**src/rtl/pfd_pkg.sv**
```systemverilog
// shared types, constants and saturation helpers for the filtered-derivative pid block
package pfd_pkg;

  localparam int unsigned CFG_IDX_W = 3;
  localparam int unsigned DIV_STEPS = 48;
  localparam int unsigned DIV_CNT_W = $clog2(DIV_STEPS);

  localparam logic [CFG_IDX_W-1:0] CFG_GAIN_P         = 3'd0;
  localparam logic [CFG_IDX_W-1:0] CFG_GAIN_I         = 3'd1;
  localparam logic [CFG_IDX_W-1:0] CFG_GAIN_D         = 3'd2;
  localparam logic [CFG_IDX_W-1:0] CFG_INTEGRAL_BOUND = 3'd3;
  localparam logic [CFG_IDX_W-1:0] CFG_DRIVE_BOUND    = 3'd4;
  localparam logic [CFG_IDX_W-1:0] CFG_FILTER_ALPHA   = 3'd5;

  localparam logic        KIND_UPDATE = 1'b0;
  localparam logic        KIND_CLEAR  = 1'b1;
  localparam logic [16:0] Q_ONE       = 17'h10000;

  typedef struct packed {
    logic               kind;
    logic signed [31:0] error_in;
    logic signed [31:0] measure_in;
    logic signed [31:0] step_time;
  } item_t;

  typedef struct packed {
    logic signed [31:0] drive;
    logic               rejected;
  } result_t;

  typedef struct packed {
    logic        start;
    logic [47:0] dividend;
    logic [30:0] divisor;
  } div_req_t;

  function automatic logic signed [65:0] ext66(input logic signed [31:0] x);
    return {{34{x[31]}}, x};
  endfunction

  function automatic logic signed [31:0] sat32(input logic signed [65:0] x);
    if (x[65:31] == '0 || x[65:31] == '1) begin
      return x[31:0];
    end
    return x[65] ? 32'sh8000_0000 : 32'sh7FFF_FFFF;
  endfunction

  // floor of product / 2^16, saturated
  function automatic logic signed [31:0] qsat(input logic signed [65:0] p);
    return sat32(p >>> 16);
  endfunction

  function automatic logic signed [31:0] clampsym(input logic signed [31:0] x,
                                                  input logic [30:0] bound);
    logic signed [32:0] xb;
    logic signed [32:0] bp;
    logic signed [32:0] bn;
    xb = {x[31], x};
    bp = {2'b00, bound};
    bn = -bp;
    if (xb > bp) begin
      return bp[31:0];
    end
    if (xb < bn) begin
      return bn[31:0];
    end
    return x;
  endfunction

endpackage

```
**src/rtl/pfd_mul.sv**
```systemverilog
// shared signed 33x33 multiplier with registered product
module pfd_mul (
  input  logic               clk,
  input  logic signed [32:0] a,
  input  logic signed [32:0] b,
  output logic signed [65:0] prod
);
  import pfd_pkg::*;

  always_ff @(posedge clk) begin
    prod <= a * b;
  end

endmodule

```
**src/rtl/pfd_div.sv**
```systemverilog
// restoring serial divider, one quotient bit per cycle
module pfd_div (
  input  logic              clk,
  input  logic              rst,
  input  pfd_pkg::div_req_t req,
  output logic              busy,
  output logic [47:0]       quotient
);
  import pfd_pkg::*;

  logic [30:0]          rem;
  logic [30:0]          dvs;
  logic [DIV_CNT_W-1:0] count;
  logic [31:0]          rem_sh;
  logic [31:0]          rem_sub;
  logic                 take;

  assign rem_sh  = {rem, quotient[47]};
  assign take    = rem_sh >= {1'b0, dvs};
  assign rem_sub = rem_sh - {1'b0, dvs};

  always_ff @(posedge clk) begin
    if (rst) begin
      busy  <= 1'b0;
      count <= '0;
    end else if (req.start) begin
      busy     <= 1'b1;
      count    <= '0;
      rem      <= '0;
      dvs      <= req.divisor;
      quotient <= req.dividend;
    end else if (busy) begin
      rem      <= take ? rem_sub[30:0] : rem_sh[30:0];
      quotient <= {quotient[46:0], take};
      count    <= count + 1'b1;
      if (count == DIV_CNT_W'(DIV_STEPS - 1)) begin
        busy <= 1'b0;
      end
    end
  end

endmodule

```
**src/rtl/pid_filtered_derivative_top.sv**
```systemverilog
// top level: pid step with filtered derivative on measurement, sequencer and state
// usage:
//   item channel (item_valid/item_ready, payload item) takes one transaction at a time;
//   kind clear resets integrator, previous measurement, previous derivative and the
//   primed flag and gives no result
//   an update with step_time not positive gives drive 0, rejected 1 via the emit step
//   and leaves the state alone
//   an update with positive step_time raises result_valid once its result is emitted,
//   and the next transaction can be taken in the same cycle that result_valid rises;
//   the serial quotient of the measurement difference by step_time runs beside
//   single passes through the one shared 33x33 multiplier and the saturating adders
//   result channel (result_valid/result_ready, payload result) has its own register,
//   so a new item is taken while a result waits; the block holds its last step
//   until that register is free when the receiver stalls
//   cfg_write with cfg_index and cfg_data sets a gain, bound or alpha; the user
//   writes only while the block is idle, not enforced by the block itself; indices
//   past the list are ignored; rst zeroes control, configuration and controller state
module pid_filtered_derivative_top (
  input  logic                             clk,
  input  logic                             rst,
  input  logic                             item_valid,
  output logic                             item_ready,
  input  pfd_pkg::item_t                   item,
  output logic                             result_valid,
  input  logic                             result_ready,
  output pfd_pkg::result_t                 result,
  input  logic                             cfg_write,
  input  logic [pfd_pkg::CFG_IDX_W-1:0]    cfg_index,
  input  logic [31:0]                      cfg_data
);
  import pfd_pkg::*;

  typedef enum logic [3:0] {
    ST_IDLE,
    ST_MUL_GI,
    ST_MUL_GP,
    ST_MUL_T1,
    ST_ACC_I,
    ST_CLAMP_I,
    ST_SUM_P,
    ST_WAIT_DIV,
    ST_MUL_ALPHA,
    ST_DERIV,
    ST_MUL_GD,
    ST_SUM_D,
    ST_CLAMP_OUT,
    ST_EMIT
  } state_t;

  state_t state;

  logic signed [31:0] gain_p;
  logic signed [31:0] gain_i;
  logic signed [31:0] gain_d;
  logic [30:0]        integral_bound;
  logic [30:0]        drive_bound;
  logic [16:0]        filter_alpha;

  logic signed [31:0] integral_acc;
  logic signed [31:0] last_measure;
  logic signed [31:0] last_deriv;
  logic               primed;

  logic signed [31:0] err;
  logic signed [31:0] meas;
  logic signed [31:0] dt;
  logic signed [31:0] t1;
  logic signed [31:0] p_term;
  logic signed [31:0] out_acc;
  logic signed [31:0] raw;
  logic               quot_neg;
  logic signed [31:0] fin_drive;
  logic               fin_rej;

  logic signed [32:0] mul_a;
  logic signed [32:0] mul_b;
  logic signed [65:0] prod;

  div_req_t           div_req;
  logic               div_busy;
  logic [47:0]        quotient;

  logic               accept;
  logic               step_ok;
  logic               out_free;
  logic signed [32:0] diff;
  logic [32:0]        diff_abs;
  logic signed [31:0] raw_sat;
  logic [16:0]        alpha_eff;
  logic signed [32:0] deriv_gap;

  assign item_ready = state == ST_IDLE;
  assign accept     = item_valid && item_ready;
  assign step_ok    = !item.step_time[31] && item.step_time != 32'sd0;
  assign out_free   = !result_valid || result_ready;

  assign diff     = {meas[31], meas} - {last_measure[31], last_measure};
  assign diff_abs = diff[32] ? -diff : diff;

  always_comb begin
    div_req.start    = state == ST_MUL_GI;
    div_req.dividend = {diff_abs[31:0], 16'h0000};
    div_req.divisor  = dt[30:0];
  end

  always_comb begin
    if (!quot_neg) begin
      raw_sat = (quotient[47:31] != '0) ? 32'sh7FFF_FFFF : quotient[31:0];
    end else if (quotient[47:32] != '0 || (quotient[31] && quotient[30:0] != '0)) begin
      raw_sat = 32'sh8000_0000;
    end else begin
      raw_sat = -quotient[31:0];
    end
  end

  assign alpha_eff = (filter_alpha > Q_ONE) ? Q_ONE : filter_alpha;
  assign deriv_gap = {raw[31], raw} - {last_deriv[31], last_deriv};

  always_comb begin
    unique case (state)
      ST_MUL_GP: begin
        mul_a = {gain_p[31], gain_p};
        mul_b = {err[31], err};
      end
      ST_MUL_T1: begin
        mul_a = {t1[31], t1};
        mul_b = {dt[31], dt};
      end
      ST_MUL_ALPHA: begin
        mul_a = {16'h0000, alpha_eff};
        mul_b = deriv_gap;
      end
      ST_MUL_GD: begin
        mul_a = {gain_d[31], gain_d};
        mul_b = {last_deriv[31], last_deriv};
      end
      default: begin
        mul_a = {gain_i[31], gain_i};
        mul_b = {err[31], err};
      end
    endcase
  end

  pfd_mul u_mul (
    .clk  (clk),
    .a    (mul_a),
    .b    (mul_b),
    .prod (prod)
  );

  pfd_div u_div (
    .clk      (clk),
    .rst      (rst),
    .req      (div_req),
    .busy     (div_busy),
    .quotient (quotient)
  );

  always_ff @(posedge clk) begin
    if (rst) begin
      gain_p         <= '0;
      gain_i         <= '0;
      gain_d         <= '0;
      integral_bound <= '0;
      drive_bound    <= '0;
      filter_alpha   <= '0;
    end else if (cfg_write) begin
      unique case (cfg_index)
        CFG_GAIN_P:         gain_p         <= cfg_data;
        CFG_GAIN_I:         gain_i         <= cfg_data;
        CFG_GAIN_D:         gain_d         <= cfg_data;
        CFG_INTEGRAL_BOUND: integral_bound <= cfg_data[30:0];
        CFG_DRIVE_BOUND:    drive_bound    <= cfg_data[30:0];
        CFG_FILTER_ALPHA:   filter_alpha   <= cfg_data[16:0];
        default: begin
        end
      endcase
    end
  end

  always_ff @(posedge clk) begin
    if (rst) begin
      state        <= ST_IDLE;
      result_valid <= 1'b0;
      integral_acc <= '0;
      last_measure <= '0;
      last_deriv   <= '0;
      primed       <= 1'b0;
    end else begin
      if (result_valid && result_ready && state != ST_EMIT) begin
        result_valid <= 1'b0;
      end
      unique case (state)
        ST_IDLE: begin
          if (accept) begin
            err  <= item.error_in;
            meas <= item.measure_in;
            dt   <= item.step_time;
            if (item.kind == KIND_CLEAR) begin
              integral_acc <= '0;
              last_measure <= '0;
              last_deriv   <= '0;
              primed       <= 1'b0;
            end else if (!step_ok) begin
              fin_drive <= '0;
              fin_rej   <= 1'b1;
              state     <= ST_EMIT;
            end else begin
              if (!primed) begin
                last_measure <= item.measure_in;
                last_deriv   <= '0;
                primed       <= 1'b1;
              end
              state <= ST_MUL_GI;
            end
          end
        end
        ST_MUL_GI: begin
          quot_neg <= !diff[32] && diff != 33'sd0;
          state    <= ST_MUL_GP;
        end
        ST_MUL_GP: begin
          t1    <= qsat(prod);
          state <= ST_MUL_T1;
        end
        ST_MUL_T1: begin
          p_term <= qsat(prod);
          state  <= ST_ACC_I;
        end
        ST_ACC_I: begin
          integral_acc <= sat32(ext66(integral_acc) + ext66(qsat(prod)));
          state        <= ST_CLAMP_I;
        end
        ST_CLAMP_I: begin
          integral_acc <= clampsym(integral_acc, integral_bound);
          state        <= ST_SUM_P;
        end
        ST_SUM_P: begin
          out_acc <= sat32(ext66(p_term) + ext66(integral_acc));
          state   <= ST_WAIT_DIV;
        end
        ST_WAIT_DIV: begin
          if (!div_busy) begin
            raw   <= raw_sat;
            state <= ST_MUL_ALPHA;
          end
        end
        ST_MUL_ALPHA: begin
          state <= ST_DERIV;
        end
        ST_DERIV: begin
          last_deriv   <= sat32(ext66(last_deriv) + (prod >>> 16));
          last_measure <= meas;
          state        <= ST_MUL_GD;
        end
        ST_MUL_GD: begin
          state <= ST_SUM_D;
        end
        ST_SUM_D: begin
          out_acc <= sat32(ext66(out_acc) + ext66(qsat(prod)));
          state   <= ST_CLAMP_OUT;
        end
        ST_CLAMP_OUT: begin
          fin_drive <= clampsym(out_acc, drive_bound);
          fin_rej   <= 1'b0;
          state     <= ST_EMIT;
        end
        ST_EMIT: begin
          if (out_free) begin
            result.drive    <= fin_drive;
            result.rejected <= fin_rej;
            result_valid    <= 1'b1;
            state           <= ST_IDLE;
          end
        end
        default: begin
          state <= ST_IDLE;
        end
      endcase
    end
  end

  // divider only runs inside an update
  a_div_idle: assert property (@(posedge clk) disable iff (rst)
    state == ST_IDLE |-> !div_busy)
    else $error("divider busy while sequencer idle");

  a_rej_zero: assert property (@(posedge clk) disable iff (rst)
    result_valid && result.rejected |-> result.drive == 32'sd0)
    else $error("rejected result with nonzero drive");

  a_primed: assert property (@(posedge clk) disable iff (rst)
    accept && item.kind == KIND_UPDATE && step_ok |=> primed && state == ST_MUL_GI)
    else $error("valid update did not prime the controller");

  a_clear: assert property (@(posedge clk) disable iff (rst)
    accept && item.kind == KIND_CLEAR |=> !primed && integral_acc == 32'sd0 && state == ST_IDLE)
    else $error("clear transaction did not reset state");

endmodule
```
**config.mk**
```make
export PLATFORM = sky130hd
export DESIGN_NAME = pid_filtered_derivative_top
export DESIGN_NICKNAME = d
export VERILOG_FILES = /design/src/rtl/pfd_pkg.sv /design/src/rtl/pfd_mul.sv /design/src/rtl/pfd_div.sv /design/src/rtl/pid_filtered_derivative_top.sv
export SDC_FILE = /design/constraint.sdc
export NUM_CORES = 2
export LEC_CHECK = 0
export BUFFER_PORTS_ARGS = -buffer_cell sky130_fd_sc_hd__buf_2
export CAP_MARGIN = 20
export CORE_UTILIZATION = 32
export DETAILED_ROUTE_END_ITERATION = 10
export GPL_ROUTABILITY_DRIVEN = 0
export PLACE_DENSITY = 0.48
export SETUP_SLACK_MARGIN = 0.4
export SYNTH_ARGS = -nofsm -noshare
export SYNTH_HDL_FRONTEND = slang
export SYNTH_SLANG_ARGS = --single-unit
```
**constraint.sdc**
```tcl
create_clock -name clk -period 9.2 [get_ports clk]
set_input_delay 1.84 -clock clk [delete_from_list [all_inputs] [get_ports clk]]
set_output_delay 1.84 -clock clk [all_outputs]
set_load 0.02 [all_outputs]
```
==> qor.yml <==
finish:
  syn_to_final_growth_pct: 19.8
  multi_input_comb_area_mm2: 0.0615
  fillers: 26600
  instances_no_fill: 13800
  largestRegisters: "u_mul.prod (50), u_div.quotient (48), result (33)"
  largest_register_ffs: 50
  seqCellArea_mm2: 0.0187
  drive_above_1_share: 0.159
  final_nets: 12100
  regMostFlops: "u_mul.prod"
grt:
  grt_pass1_vias: 72300
  grt_start_max_net_pins: 82
  antenna_found_initial: 9
  grt_usage: 0.229
  grt-ovfl-total: 0
  grt_first_pass_wirelength_um: 461000
clock_tree:
  cts_max_level: 3
  clock_path_buffers: 3
  cts_made_buffers: 90
  path_clk_slew_ns: 0.06
  cts_root_buffer: "clkbuf_16"
  clock-sinks: 735
  clkLatencyLatePin_ns: 0.74
  postCtsHoldBufs: 0
  cts_tree: "built"
yosys:
  yosysMostFrequentCell: "nand2_1"
  syn_nets: 11300
  synthFlopType: "edfxtp_1"
  synth_edf_count: 401
  yosysWarnings: 0
  syn-cell-area_mm2: 0.0848
  synth_cells: 9490
  postSynthAreaPerCell_um2: 8.94
  synthTopCellsByArea: "fa_1 (27%), edfxtp_1 (14%), ha_1 (8.6%)"
  ys_ff_latch: 735
  ys_seq_area_frac: 0.221
  yosysUniqueCellTypes: 108
  yosysTopAreaCell: "fa_1"
  async_flop_share: 0
  synth_top_area_share: 0.266
  synth_common_cells: "nand2_1 (1,491), inv_1 (1,314), fa_1 (1,128), nor2_1 (627), a21oi_1 (585)"
worst_hold_path:
  min_path_type: "flip-flop to flip-flop"
floorplan:
  dieArea_mm2: 0.267
  core-area_mm2: 0.263
  die_h_um: 517
  fp.dieW_um: 517
  ios: 172
  initial_utilization: 0.323
  row_count: 188
detailed_routing:
  via_per_inst: 5.20
  firstDrtPassIters: 7
  antenna_left: 0
  via_count: 71800
  remaining_drc_errors: 0
  drtIter0Drc: 5689
  routed_wl_um: 306000
  wl_per_cell_um: 22.2
status:
  outcome: "finished, violations left"
  violations: "setup timing"
placed_design:
  dpl.hpwl_um: 251000
  port_buffers: 171
  placed_cells: 13600
worst_setup_path:
  path_class: "flip-flop to flip-flop"
  crit_required_ns: 9.77
  cpMostUsedCell: "fa_1"
  crit_arrival_ns: 10.62
  path_buf_inv: 10
  critPathMaxStageDelay_ns: 0.62
  start_kind: "flip-flop"
  crit_path_max_fanout: 5
  endpoint_kind: "flip-flop"
  cp_top_family: "adder cells"
  cp_slowest_cell: "fa_1"
timing:
  max_slew_margin: 0.247
  skew_ns: 0.0459
  hold_violations: 0
  slew_violations: 0
  setup_viol: 33
  post-route-period-util: 1.09
  max_freq_mhz: 99.6
  post-route-min-period_ns: 10.04
  rsz0062_at_grt: "true"
  setup_slack_ns: -0.844
  worst_pin_slew_ns: 1.13
flow_run:
  drv_cap: 0
-- layout by cell type (no fill, tap or decap), drive strengths merged, types with 25 or more instances in the layout --
cell	synthesis	final
fa	1128	1128
or2	25	25
nand3	94	94
clkinv	1	26
a31oi	53	53
or3	45	45
nor3b	46	46
nand2	1492	1492
nand2b	71	71
o21bai	44	44
dfxtp	334	334
nor2	628	628
a221oi	26	26
nand4	89	89
o21a	63	63
mux2i	72	72
o211ai	55	55
inv	1314	1316
a211oi	119	119
nor2b	65	65
xnor2	239	239
and2	143	143
o311ai	32	32
nor4	65	65
and3	50	50
edfxtp	401	401
xor2	104	104
o21ai	266	266
nor3	124	124
clkbuf	405	121
buf	49	1071
a21o	246	246
ha	584	584
a21oi	586	586
a22oi	81	81
-- layer usage --
| metal | wire [µm] | global-route usage | part of all wire | vias to the layer above |
|---|---|---|---|---|
| met3 | 19600 | 0.0298 | 0.064 | 396 |
| li1 | - | - | - | 33000 |
| met2 | 138000 | 0.363 | 0.45 | 2250 |
| met1 | 137000 | 0.321 | 0.45 | 36200 |
| met4 | 10900 | 0.0734 | 0.036 | 6 |
| met5 | 33 | 0 | 0.00011 | - |
-- worst paths after layout --
path / startpoint / endpoint / slack (ns) / cells past startpoint
worst min register to register: fin_rej$_DFFE_PP_ / result[0]$_DFFE_PP_ / 0.42 / 0
worst min-delay path: fin_rej$_DFFE_PP_ / result[0]$_DFFE_PP_ / 0.42 / 0
worst max register to register: raw[0]$_DFFE_PP_ / u_mul.prod[65]$_DFF_P_ / -0.84 / 40
worst max-delay path: raw[0]$_DFFE_PP_ / u_mul.prod[65]$_DFF_P_ / -0.84 / 40
-- through the flow --
| stage | hold WS [ns] | instance area (µm²) | util | setup slack, ns | TNS (ns) |
|---|---|---|---|---|---|
| 2_1_floorplan | 0.400 | 85500 | - | 0.0452 | 0 |
| 3_3_place_gp | 0.403 | 96400 | 0.367 | -1.05 | -24.00 |
| 3_5_place_dp | 0.405 | 96500 | 0.367 | -1.11 | -25.28 |
| 4_1_cts | 0.419 | 100000 | 0.382 | -0.823 | -18.98 |
| 5_1_grt | 0.423 | 102000 | 0.386 | -1.16 | -31.24 |
| 6_report | 0.418 | 102000 | 0.386 | -0.844 | -21.05 |
-- layout make-up --
| type | instances | area share |
|---|---|---|
| clock inverter | 50 | 0.00639 |
| clock buffer | 119 | 0.0249 |
| antenna | 7 | 0.000172 |
| multi-input combinational | 6986 | 0.605 |
| tap | 3515 | 0.0433 |
| sequential | 735 | 0.184 |
| inverter | 1315 | 0.0487 |
| timing repair buffer | 1073 | 0.0870 |
-- cells by family (layout without fill, tap and decap cells) --
| family | Yosys count | after routing | share of synthesized area |
|---|---|---|---|
| XOR/XNOR | 343 | 343 | 0.0354 |
| adder cells (fa/ha/maj) | 1714 | 1714 | 0.353 |
| AO/OA/AOI/OAI | 1834 | 1834 | 0.142 |
| flip-flops | 735 | 735 | 0.221 |
| AND/OR/NAND/NOR | 3009 | 3009 | 0.160 |
| buffers and inverters | 1769 | 2557 | 0.0785 |
| other | 0 | 7 | 0 |
| multiplexers | 86 | 86 | 0.0104 |
-- repair_timing --
action                     CTS  global route
gates resized for setup    140           157
setup endpoints to repair   42            48
pin swaps                   59           104
gates cloned                 0             1
buffers inserted            26            44
Power is left out: the tool's default activity adds up to more than one toggle a clock period on the data nets, which glitch-free logic cannot reach.
